[src/rtl/core/zvt_pkg.sv]
package zvt_pkg;

    localparam int NUM_BINS   = 256;
    localparam int MAX_TRACKS = 512;
    localparam int TOP_K      = 10;

    localparam int BIN_BITS  = $clog2(NUM_BINS);
    localparam int TRK_BITS  = $clog2(MAX_TRACKS);
    localparam int TOPK_BITS = $clog2(TOP_K + 1);
    localparam int TOPI_BITS = (TOP_K > 1) ? $clog2(TOP_K) : 1;

    localparam int PT_W    = 20;
    localparam int Z0_W    = 15;
    localparam int D0_W    = 16;
    localparam int ETA_W   = 14;
    localparam int PHI_W   = 16;
    localparam int TRK_W   = PT_W + Z0_W + D0_W + ETA_W + PHI_W;
    localparam int SUM_W   = 29;
    localparam int ETAL_W  = 13;
    localparam int RCNT_W  = 4;
    localparam int RANK_W  = 4;
    localparam int PEAK_W  = 9;
    localparam int IN_TD_W  = 88;
    localparam int OUT_TD_W = 96;
    localparam int CFG_A_W  = 1;

    localparam logic [CFG_A_W-1:0] REG_ETA_LIMIT    = 1'b0;
    localparam logic [CFG_A_W-1:0] REG_REPORT_COUNT = 1'b1;

    localparam logic [ETAL_W-1:0] ETA_LIMIT_RST    = 13'd3072;
    localparam logic [RCNT_W-1:0] REPORT_COUNT_RST = 4'd10;

    typedef struct packed {
        logic [PHI_W-1:0] phi;
        logic [ETA_W-1:0] eta;
        logic [D0_W-1:0]  d0;
        logic [Z0_W-1:0]  z0;
        logic [PT_W-1:0]  pt;
    } track_t;

    typedef enum logic [2:0] {
        ST_CLEAR,
        ST_IDLE,
        ST_HADD,
        ST_SCAN,
        ST_SEL,
        ST_EMIT_RD,
        ST_EMIT_LD,
        ST_EMIT_WAIT
    } state_t;

    typedef struct packed {
        logic accept;
        logic clr_step;
        logic hist_add;
        logic scan_init;
        logic scan_step;
        logic sel_init;
        logic sel_step;
        logic emit_init;
        logic emit_rd;
        logic emit_ld;
        logic emit_next;
        logic event_done;
    } cmd_t;

    typedef struct packed {
        logic clr_done;
        logic scan_done;
        logic sel_done;
        logic out_fire;
        logic out_last;
    } stat_t;

    function automatic logic z0_in_range(input logic [Z0_W-1:0] z);
        return z[Z0_W-1] == z[Z0_W-2];
    endfunction

    function automatic logic [BIN_BITS-1:0] z0_bin(input logic [Z0_W-1:0] z);
        logic [Z0_W-2:0] off;
        off = {~z[Z0_W-2], z[Z0_W-3:0]};
        return off[Z0_W-2 -: BIN_BITS];
    endfunction

endpackage

[src/rtl/core/zvt_ctrl.sv]
module zvt_ctrl (
    input  logic          clk,
    input  logic          rst_n,
    input  logic          s_tvalid,
    input  logic          s_tlast,
    input  zvt_pkg::stat_t stat,
    output zvt_pkg::cmd_t  cmd
);
    import zvt_pkg::*;

    state_t state_reg, state_next;
    logic   last_reg, last_next;

    always_ff @(posedge clk or negedge rst_n)
    begin
        if (!rst_n)
        begin
            state_reg <= ST_CLEAR;
            last_reg  <= 1'b0;
        end
        else
        begin
            state_reg <= state_next;
            last_reg  <= last_next;
        end
    end

    always_comb
    begin
        state_next = state_reg;
        last_next  = last_reg;
        case (state_reg)
            ST_CLEAR:     if (stat.clr_done) state_next = ST_IDLE;
            ST_IDLE:
            begin
                if (s_tvalid)
                begin
                    state_next = ST_HADD;
                    last_next  = s_tlast;
                end
            end
            ST_HADD:      state_next = last_reg ? ST_SCAN : ST_IDLE;
            ST_SCAN:      if (stat.scan_done) state_next = ST_SEL;
            ST_SEL:       if (stat.sel_done) state_next = ST_EMIT_RD;
            ST_EMIT_RD:   state_next = ST_EMIT_LD;
            ST_EMIT_LD:   state_next = ST_EMIT_WAIT;
            ST_EMIT_WAIT:
            begin
                if (stat.out_fire)
                    state_next = stat.out_last ? ST_IDLE : ST_EMIT_RD;
            end
            default:      state_next = ST_CLEAR;
        endcase
    end

    always_comb
    begin
        cmd = '0;
        case (state_reg)
            ST_CLEAR: cmd.clr_step = 1'b1;
            ST_IDLE:  cmd.accept = 1'b1;
            ST_HADD:
            begin
                cmd.hist_add  = 1'b1;
                cmd.scan_init = last_reg;
            end
            ST_SCAN:
            begin
                cmd.scan_step = 1'b1;
                cmd.sel_init  = stat.scan_done;
            end
            ST_SEL:
            begin
                cmd.sel_step  = 1'b1;
                cmd.emit_init = stat.sel_done;
            end
            ST_EMIT_RD: cmd.emit_rd = 1'b1;
            ST_EMIT_LD: cmd.emit_ld = 1'b1;
            ST_EMIT_WAIT:
            begin
                cmd.event_done = stat.out_fire & stat.out_last;
                cmd.emit_next  = stat.out_fire & ~stat.out_last;
            end
            default: cmd = '0;
        endcase
    end

endmodule

[config.mk]
export PLATFORM = sky130hd
export DESIGN_NAME = zvt_ctrl
export DESIGN_NICKNAME = d
export VERILOG_FILES = /design/src/rtl/core/zvt_pkg.sv /design/src/rtl/core/zvt_ctrl.sv
export SDC_FILE = /design/constraint.sdc
export NUM_CORES = 1
export LEC_CHECK = 0
export BUFFER_PORTS_ARGS = -buffer_cell sky130_fd_sc_hd__buf_2
export CAP_MARGIN = 20
export CORE_AREA = 4 4 41 43
export DETAILED_ROUTE_END_ITERATION = 8
export DIE_AREA = 0 0 45 47
export MAX_ROUTING_LAYER = met4
export PLACE_DENSITY_LB_ADDON = 0.25
export SYNTH_ARGS = -nofsm -noshare
export SYNTH_HDL_FRONTEND = slang
export SYNTH_SLANG_ARGS = --single-unit
[constraint.sdc]
create_clock -name clk -period 2 [get_ports clk]
set_input_delay 0.3 -clock clk [delete_from_list [all_inputs] [get_ports clk]]
set_output_delay 0.3 -clock clk [all_outputs]
set_load 0.05 [all_outputs]
==> results of run 1 <==
-- cell type report --
| class | count | area, sq um |
|---|---|---|
| well taps | 15 | 18.77 |
| inverters | 1 | 3.754 |
| clock buffers | 3 | 22.52 |
| fillers | 147 | 832.0 |
| flip-flops and latches | 4 | 100.1 |
| multi-input cells | 28 | 206.4 |
| repair buffers | 22 | 117.6 |
-- worst min-delay path by stage --
stage / end / depth (start not counted)
finish: last_reg$_DFFE_PN0P_ / 2
global route: last_reg$_DFFE_PN0P_ / 2
CTS: last_reg$_DFFE_PN0P_ / 2
detailed placement: last_reg$_DFFE_PN0P_ / 1
global placement: last_reg$_DFFE_PN0P_ / 1
floorplan: last_reg$_DFFE_PN0P_ / 0
-- cell usage after synthesis --
library cell and n:
dfrtp_1 4, nor2_1 2, nor3_1 2, o21ai_0 1, and3_2 1, a31oi_1 1
nor3b_2 1, a22o_2 1, nand2_1 2, buf_6 1, and2_1 3, or2b_1 1
and3_1 2, nand2b_1 1, a22o_1 1, a21oi_1 1, buf_2 1, or3_1 1
mux2_2 1, inv_1 1, nor3b_1 4, buf_4 1, o22ai_1 2
-- cells by family after synthesis --
| kind of cell | Yosys count | synth area share |
|---|---|---|
| buffers and inverters | 4 | 0.08798 |
| AO/OA/AOI/OAI | 7 | 0.1520 |
| AND/OR/NAND/NOR | 20 | 0.4041 |
| flip-flops | 4 | 0.3200 |
| multiplexers | 1 | 0.03600 |
-- metal layers --
metal  global-route usage  share of wire  up-vias
met5                    -              0        -
met4               0.1053          0.022        0
met3              0.04215          0.096        2
met2               0.1525           0.41       14
met1               0.1224           0.47      164
li1                     -              -      175
-- power groups by stage --
stage	registers [uW]	clock network, uW	logic [uW]
floorplan	151	0	556
global placement	204	0	602
detailed placement	205	0	600
CTS	206	105	603
global route	222	116	643
finish	207	100	598
-- repair_timing --
item | CTS | global route
hold buffers | 1 | 0
hold endpoints to repair | 4 | 0
resized for setup | 0 | 0
-- stage by stage --
step / worst slack, ns / TNS (ns) / hold slack [ns]
final: 0.1982 / 0 / 0.2982
after CTS: 0.1919 / 0 / 0.2911
after global routing: 0.08227 / 0 / 0.2977
after floorplan: -0.06982 / -0.07942 / 0.004409
after detailed placement: 0.4502 / 0 / 0.1098
after global placement: 0.4500 / 0 / 0.1086
==> run metrics, run 1 <==
CP Buf/Inv Count 1; antenna fix cells 0; root buf cell clkbuf_4; synthesized flop and latch total 4; # setup viols final 0; switching share of power 0.5743; endpoints failing hold 0; Critical R2R Capture last_reg$_DFFE_PN0P_; antenna violations before repair 0; Initial DRT Pass Iterations 2; RSZ-0062 raised after global routing false; Initial Utilization 0.2404; I/O pin count 21; Reg2Reg Depth 3; worst hold path startpoint s_tlast; internal power 385.1 uW; Tcrit/Tclk final 0.9009; Overflow after GRT 0; warnings from Yosys 0; sw power 519.5 uW; # port buffers 20; Mapped Avg Cell Area 8.689 sq um; Die Ht 47 um; number of vias per cell 4.863; Power per Cell Area 1928 mW/mm^2; vias in the first global route 347; first-pass GRT wire length 1538 um; Setup Buffers After CTS 0; status finished, final reports clean; Max Cap Violations 0; synthesized instance count 36; Setup crit start state_reg[1]$_DFFE_PN0P_; synth top area cells dfrtp_1, nor3b_1, and2_1, and3_1, nor3b_2; clk_lat worst skew 0.23 ns; die area 0.002115 sq mm; Layout Cells excl Fill 73; leading area contributor after synthesis dfrtp_1; share of layout cells above drive strength 1 0.5345; worst-path cell chain and3_1 -> nor3b_2 -> buf_2; Post-Synthesis Cell Area 312.8 sq um; syn_nets 45; CP max stage delay 0.57 ns; total track usage 0.1116; worst vdd ir 0.8832 mV; Rel. slew slack 0.7327; fmax 555.0 MHz; initial DRC count 4; WP data required 1.70 ns; Worst Max-Slew Pin Slew 0.4009 ns; clock-pin transition on the worst setup and hold timing paths 0.04 ns; CP max stage cell dfrtp_1; Unique masters post-synth 23; drt wl/cell 12.10 um; clk sinks 4; Reg power frac 0.228; most common cell after layout, fill and taps aside buf_2; detailed-route via count 355; CP max FO 12; worst setup path end cmd[1]; post-synthesis sequential area ratio 0.3200; reg2reg start state_reg[0]$_DFFE_PN0P_; cell area after layout 469.2 sq um; hpwl dp 667.5 um; P&R area growth vs syn 50.00%; Largest register FFs 3; nets 69; Cell Rows 13; Finished Core Util 0.3606; die width 45 um; critical path arrival 1.50 ns; Inst Count DP 69; most frequent cells in the layout buf_2, dfrtp_1, nor3b_2, and2_1, clkbuf_4; CP top delay family flip-flops; Period minus WS final 1.802 ns; Setup CP Type flip-flop to output pin; Crit path depth 3; CTS Buffer Depth 2; DRC Markers 0; Routed WL 883 um; RD Place Congestion 0.6726; Clock Skew 0.002638 ns; Core Area 0.001301 sq mm; LEAKAGE 0.0002443 uW; clock power share 0.111; Placement Cell Area 436.7 sq um; Pwr Total 904.5 uW; CP startpoint kind flip-flop; reg-to-reg slack, setup 0.70 ns; hold crit path type input pin to flip-flop; CTS tree built; Pins Over Slew Limit 0; Synth top area share 0.3200; largest net degree at the start of global routing 13; htree depth 1; Inserted Clock Buffers 3; combinational fraction of design power 0.661; crit end category output pin; Antenna Violating Nets Remaining 0
Power figures use the tool's default switching activity.
==> run 2, diff against run 1 <==
PLACE_DENSITY = 0.53   (was not set)
PLACE_DENSITY_LB_ADDON = not set   (was 0.25)
==> run metrics, run 2 (same netlist as run 1, synthesis figures left out) <==
LEAKAGE 0.0002443 uW; root buf cell clkbuf_4; Core Area 0.001301 sq mm; RSZ-0062 raised after global routing false; Worst Max-Slew Pin Slew 0.3811 ns; Power per Cell Area 1906 mW/mm^2; die width 45 um; Initial DRT Pass Iterations 2; CTS Buffer Depth 2; # setup viols final 0; DRC Markers 0; number of vias per cell 4.562; clk_lat worst skew 0.23 ns; Pins Over Slew Limit 0; RD Place Congestion 0.7092; hpwl dp 641.5 um; share of layout cells above drive strength 1 0.5345; CP startpoint kind flip-flop; Min-Delay Endpoint last_reg$_DFFE_PN0P_; total track usage 0.08450; Finished Core Util 0.3606; Die Ht 47 um; detailed-route via count 333; clk sinks 4; Pwr Total 894.5 uW; first-pass GRT wire length 1248 um; initial DRC count 4; nets 69; worst vdd ir 0.7347 mV; endpoints failing hold 0; Inserted Clock Buffers 3; Reg2Reg Depth 3; largest net degree at the start of global routing 13; reg2reg start state_reg[0]$_DFFE_PN0P_; antenna violations before repair 0; die area 0.002115 sq mm; reg-to-reg slack, setup 0.71 ns; worst-path cell chain and3_1 -> nor3b_2 -> buf_2; htree depth 1; CP max FO 12; antenna fix cells 0; most frequent cells in the layout buf_2, dfrtp_1, nor3b_2, and2_1, clkbuf_4; Period minus WS final 1.773 ns; clock-pin transition on the worst setup and hold timing paths 0.04 ns; Cell Rows 13; Setup crit start state_reg[1]$_DFFE_PN0P_; worst hold path startpoint s_tlast; Routed WL 806 um; Clock Skew 0.002271 ns; # port buffers 20; Tcrit/Tclk final 0.8864; Overflow after GRT 0; Setup CP Type flip-flop to output pin; CP Buf/Inv Count 1; WP data required 1.70 ns; drt wl/cell 11.04 um; Fillers 152; P&R area growth vs syn 50.00%; CP max stage cell dfrtp_1; crit end category output pin; CP top delay family flip-flops; Antenna Violating Nets Remaining 0; status finished, final reports clean; hold crit path type input pin to flip-flop; Storage cell area 100.1 sq um; Max Cap Violations 0; Initial Utilization 0.2404; hold depth 2; I/O pin count 21; CTS tree built; Rel. slew slack 0.7459; critical path arrival 1.47 ns; CP max stage delay 0.56 ns; fmax 564.1 MHz; Largest register FFs 3; Critical R2R Capture state_reg[0]$_DFFE_PN0P_; area of the multi-input gates 206.4 sq um; vias in the first global route 285; most common cell after layout, fill and taps aside buf_2
[run 2: layout make-up]
cell class                 instances  share of cell area
sequential                         4              0.2133
inverter                           1            0.008000
timing repair buffer              22              0.2507
tap                               15             0.04000
clock buffer                       3             0.04800
multi-input combinational         28              0.4400
[run 2: through the flow]
step / TNS [ns] / instance area, sq um / cells / hold WS (ns) / worst slack [ns]
2_1_floorplan: -0.07942 / 334.1 / 36 / 0.004409 / -0.06982
3_3_place_gp: 0 / 436.7 / 69 / 0.1071 / 0.4723
3_5_place_dp: 0 / 436.7 / 69 / 0.1076 / 0.4646
4_1_cts: 0 / 469.2 / 73 / 0.2996 / 0.2098
5_1_grt: 0 / 469.2 / 73 / 0.3193 / 0.1179
6_report: 0 / 469.2 / 73 / 0.3073 / 0.2272
[run 2: what timing repair did]
action,CTS,global route
setup endpoints to repair,0,0
buffers inserted,0,0
gates resized for setup,0,0
hold buffers,1,0
endpoints found under the hold margin,4,0
[run 2: routing by layer]
layer | up-vias | track usage | share of wire
li1 | 175 | - | -
met1 | 151 | 0.1109 | 0.46
met2 | 7 | 0.1186 | 0.49
met3 | 0 | 0.01533 | 0.046
met4 | 0 | 0.05263 | 0
met5 | - | - | 0
[run 2: worst max path at each step]
stage | slack (ns) | cells after the start | endpoint
3_5_place_dp | 0.46 | 3 | cmd[1]
3_3_place_gp | 0.47 | 3 | cmd[6]
2_1_floorplan | -0.07 | 3 | cmd[8]
4_1_cts | 0.21 | 3 | cmd[1]
6_report | 0.23 | 3 | cmd[1]
5_1_grt | 0.12 | 3 | cmd[1]
[run 2: worst register-to-register path: stages, from the launching register on]
cell,delay [ns]
dfrtp_1,0.50
or3_1,0.42
a31oi_1,0.19
a21oi_1,0.06
[run 2: report_power, final]
part	internal, uW	switching (uW)
registers	123	82.9
clock network	66.8	28.0
logic	195	399
==> run 3, diff against run 2 <==
--- a/constraint.sdc
+++ b/constraint.sdc
@@ -3,2 +3,2 @@
 set_output_delay 0.3 -clock clk [all_outputs]
-set_load 0.05 [all_outputs]
+set_load 0.005 [all_outputs]
==> run metrics, run 3 (same netlist as run 1, synthesis figures left out) <==
status finished, final reports clean; nets 68; Worst Max-Slew Pin Slew 0.3489 ns; Period minus WS final 1.743 ns; Tcrit/Tclk final 0.8716; crit end category output pin; die width 45 um; CP startpoint kind flip-flop; Inserted Clock Buffers 3; Total Neg Setup Slack 0 ns; critical path arrival 1.44 ns; largest net degree at the start of global routing 13; switching share of power 0.4060; Reg2Reg Depth 3; RD Place Congestion 0.7660; Largest register FFs 3; Routed WL 798 um; Setup CP Type flip-flop to output pin; post-CTS resize count 0; worst vdd ir 0.9132 mV; Pwr Total 605.7 uW; Core Area 0.001301 sq mm; share of layout cells above drive strength 1 0.4737; Overflow after GRT 0; antenna fix cells 0; DRC Markers 0; hpwl dp 631.4 um; first-pass GRT wire length 1297 um; Power per Cell Area 1375 mW/mm^2; Cell Rows 13; hold crit path type input pin to flip-flop; Clock Skew 0.005075 ns; initial DRC count 1; vias in the first global route 323; Max Cap Violations 0; die area 0.002115 sq mm; Fillers 158; clk sinks 4; root buf cell clkbuf_4; CTS Buffer Depth 2; antenna violations before repair 0; Reg power frac 0.362; clock-pin transition on the worst setup and hold timing paths 0.04 ns; LEAKAGE 0.0002332 uW; combinational fraction of design power 0.476; total track usage 0.08518; # port buffers 20; CTS tree built; Initial Utilization 0.2404; I/O pin count 21; WP data required 1.70 ns; detailed-route via count 332; fmax 573.7 MHz; RSZ-0062 raised after global routing false; number of vias per cell 4.611; Initial DRT Pass Iterations 2; clock power share 0.163; Antenna Violating Nets Remaining 0; # setup viols final 0; sw power 245.9 uW; internal power 359.8 uW; P&R area growth vs syn 40.80%; most frequent cells in the layout buf_2, nor3b_1, dfrtp_1, and2_1, clkbuf_4; htree depth 1; Rel. slew slack 0.7674; drt wl/cell 11.08 um; endpoints failing hold 0; CP max FO 12; hold depth 2; clk_lat worst skew 0.23 ns; Die Ht 47 um; Pins Over Slew Limit 0; Finished Core Util 0.3385; most common cell after layout, fill and taps aside buf_2; Setup Buffers After CTS 0
## run 3: cell count changes in the layout (fill, tap and decap cells not counted), sizes merged
cell and delta:
buf -1
## run 3: cell type report
cell class	instances	area, sq um	area share
Multi-Input combinational cell	28	185.2	0.4205
Timing Repair Buffer	21	110.1	0.2500
Sequential cell	4	100.1	0.2273
Clock buffer	3	22.52	0.05114
Tap cell	15	18.77	0.04261
Inverter	1	3.754	0.008523
## run 3: per-stage QoR
| stage | cell area (sq um) | setup WS [ns] | hold slack, ns | std cells |
|---|---|---|---|---|
| 5_1_grt | 440.4 | 0.1390 | 0.2959 | 72 |
| 3_5_place_dp | 407.9 | 0.5017 | 0.1084 | 68 |
| 3_3_place_gp | 407.9 | 0.5271 | 0.1083 | 68 |
| 2_1_floorplan | 312.8 | 0.7389 | 0.004409 | 36 |
| 6_report | 440.4 | 0.2568 | 0.2905 | 72 |
| 4_1_cts | 440.4 | 0.2514 | 0.2864 | 72 |
## run 3: what timing repair did
action / CTS / global route
endpoints found under the hold margin: 4 / 0
hold buffers: 1 / 0
endpoints found under the setup margin: 0 / 0
## run 3: layer usage
metal	track usage	up-vias	part of all wire
met5	-	-	0
met4	0	0	0
met3	0.06130	0	0.11
met2	0.1243	14	0.44
met1	0.1011	147	0.45
li1	-	171	-
## run 3: power groups by stage
stage	Sequential (uW)	Combinational, uW	Clock, uW
after floorplan	151	283	0
after global routing	235	324	107
after global placement	218	296	0
after detailed placement	221	293	0
final	219	288	98.5
after CTS	220	296	103
## run 3: path summary, 6_finish.rpt
path                                       endpoint                      from  slack (ns)
setup / recovery                             cmd[6]  state_reg[2]$_DFFE_PN0P_        0.26
hold / removal             state_reg[0]$_DFFE_PN0P_                   stat[3]        0.29
setup reg to reg           state_reg[2]$_DFFE_PN0P_  state_reg[2]$_DFFE_PN0P_        0.68
hold reg to reg                last_reg$_DFFE_PN0P_      last_reg$_DFFE_PN0P_        0.53
max in group asynchronous  state_reg[2]$_DFFE_PN0P_                     rst_n        1.48
min in group asynchronous  state_reg[0]$_DFFE_PN0P_                     rst_n        0.40
## run 3: worst max-delay path, stage by stage (launching register included)
cell,delay [ns]
dfrtp_1,0.52
inv_1,0.17
and3_1,0.25
and2_1,0.16
buf_2,0.12
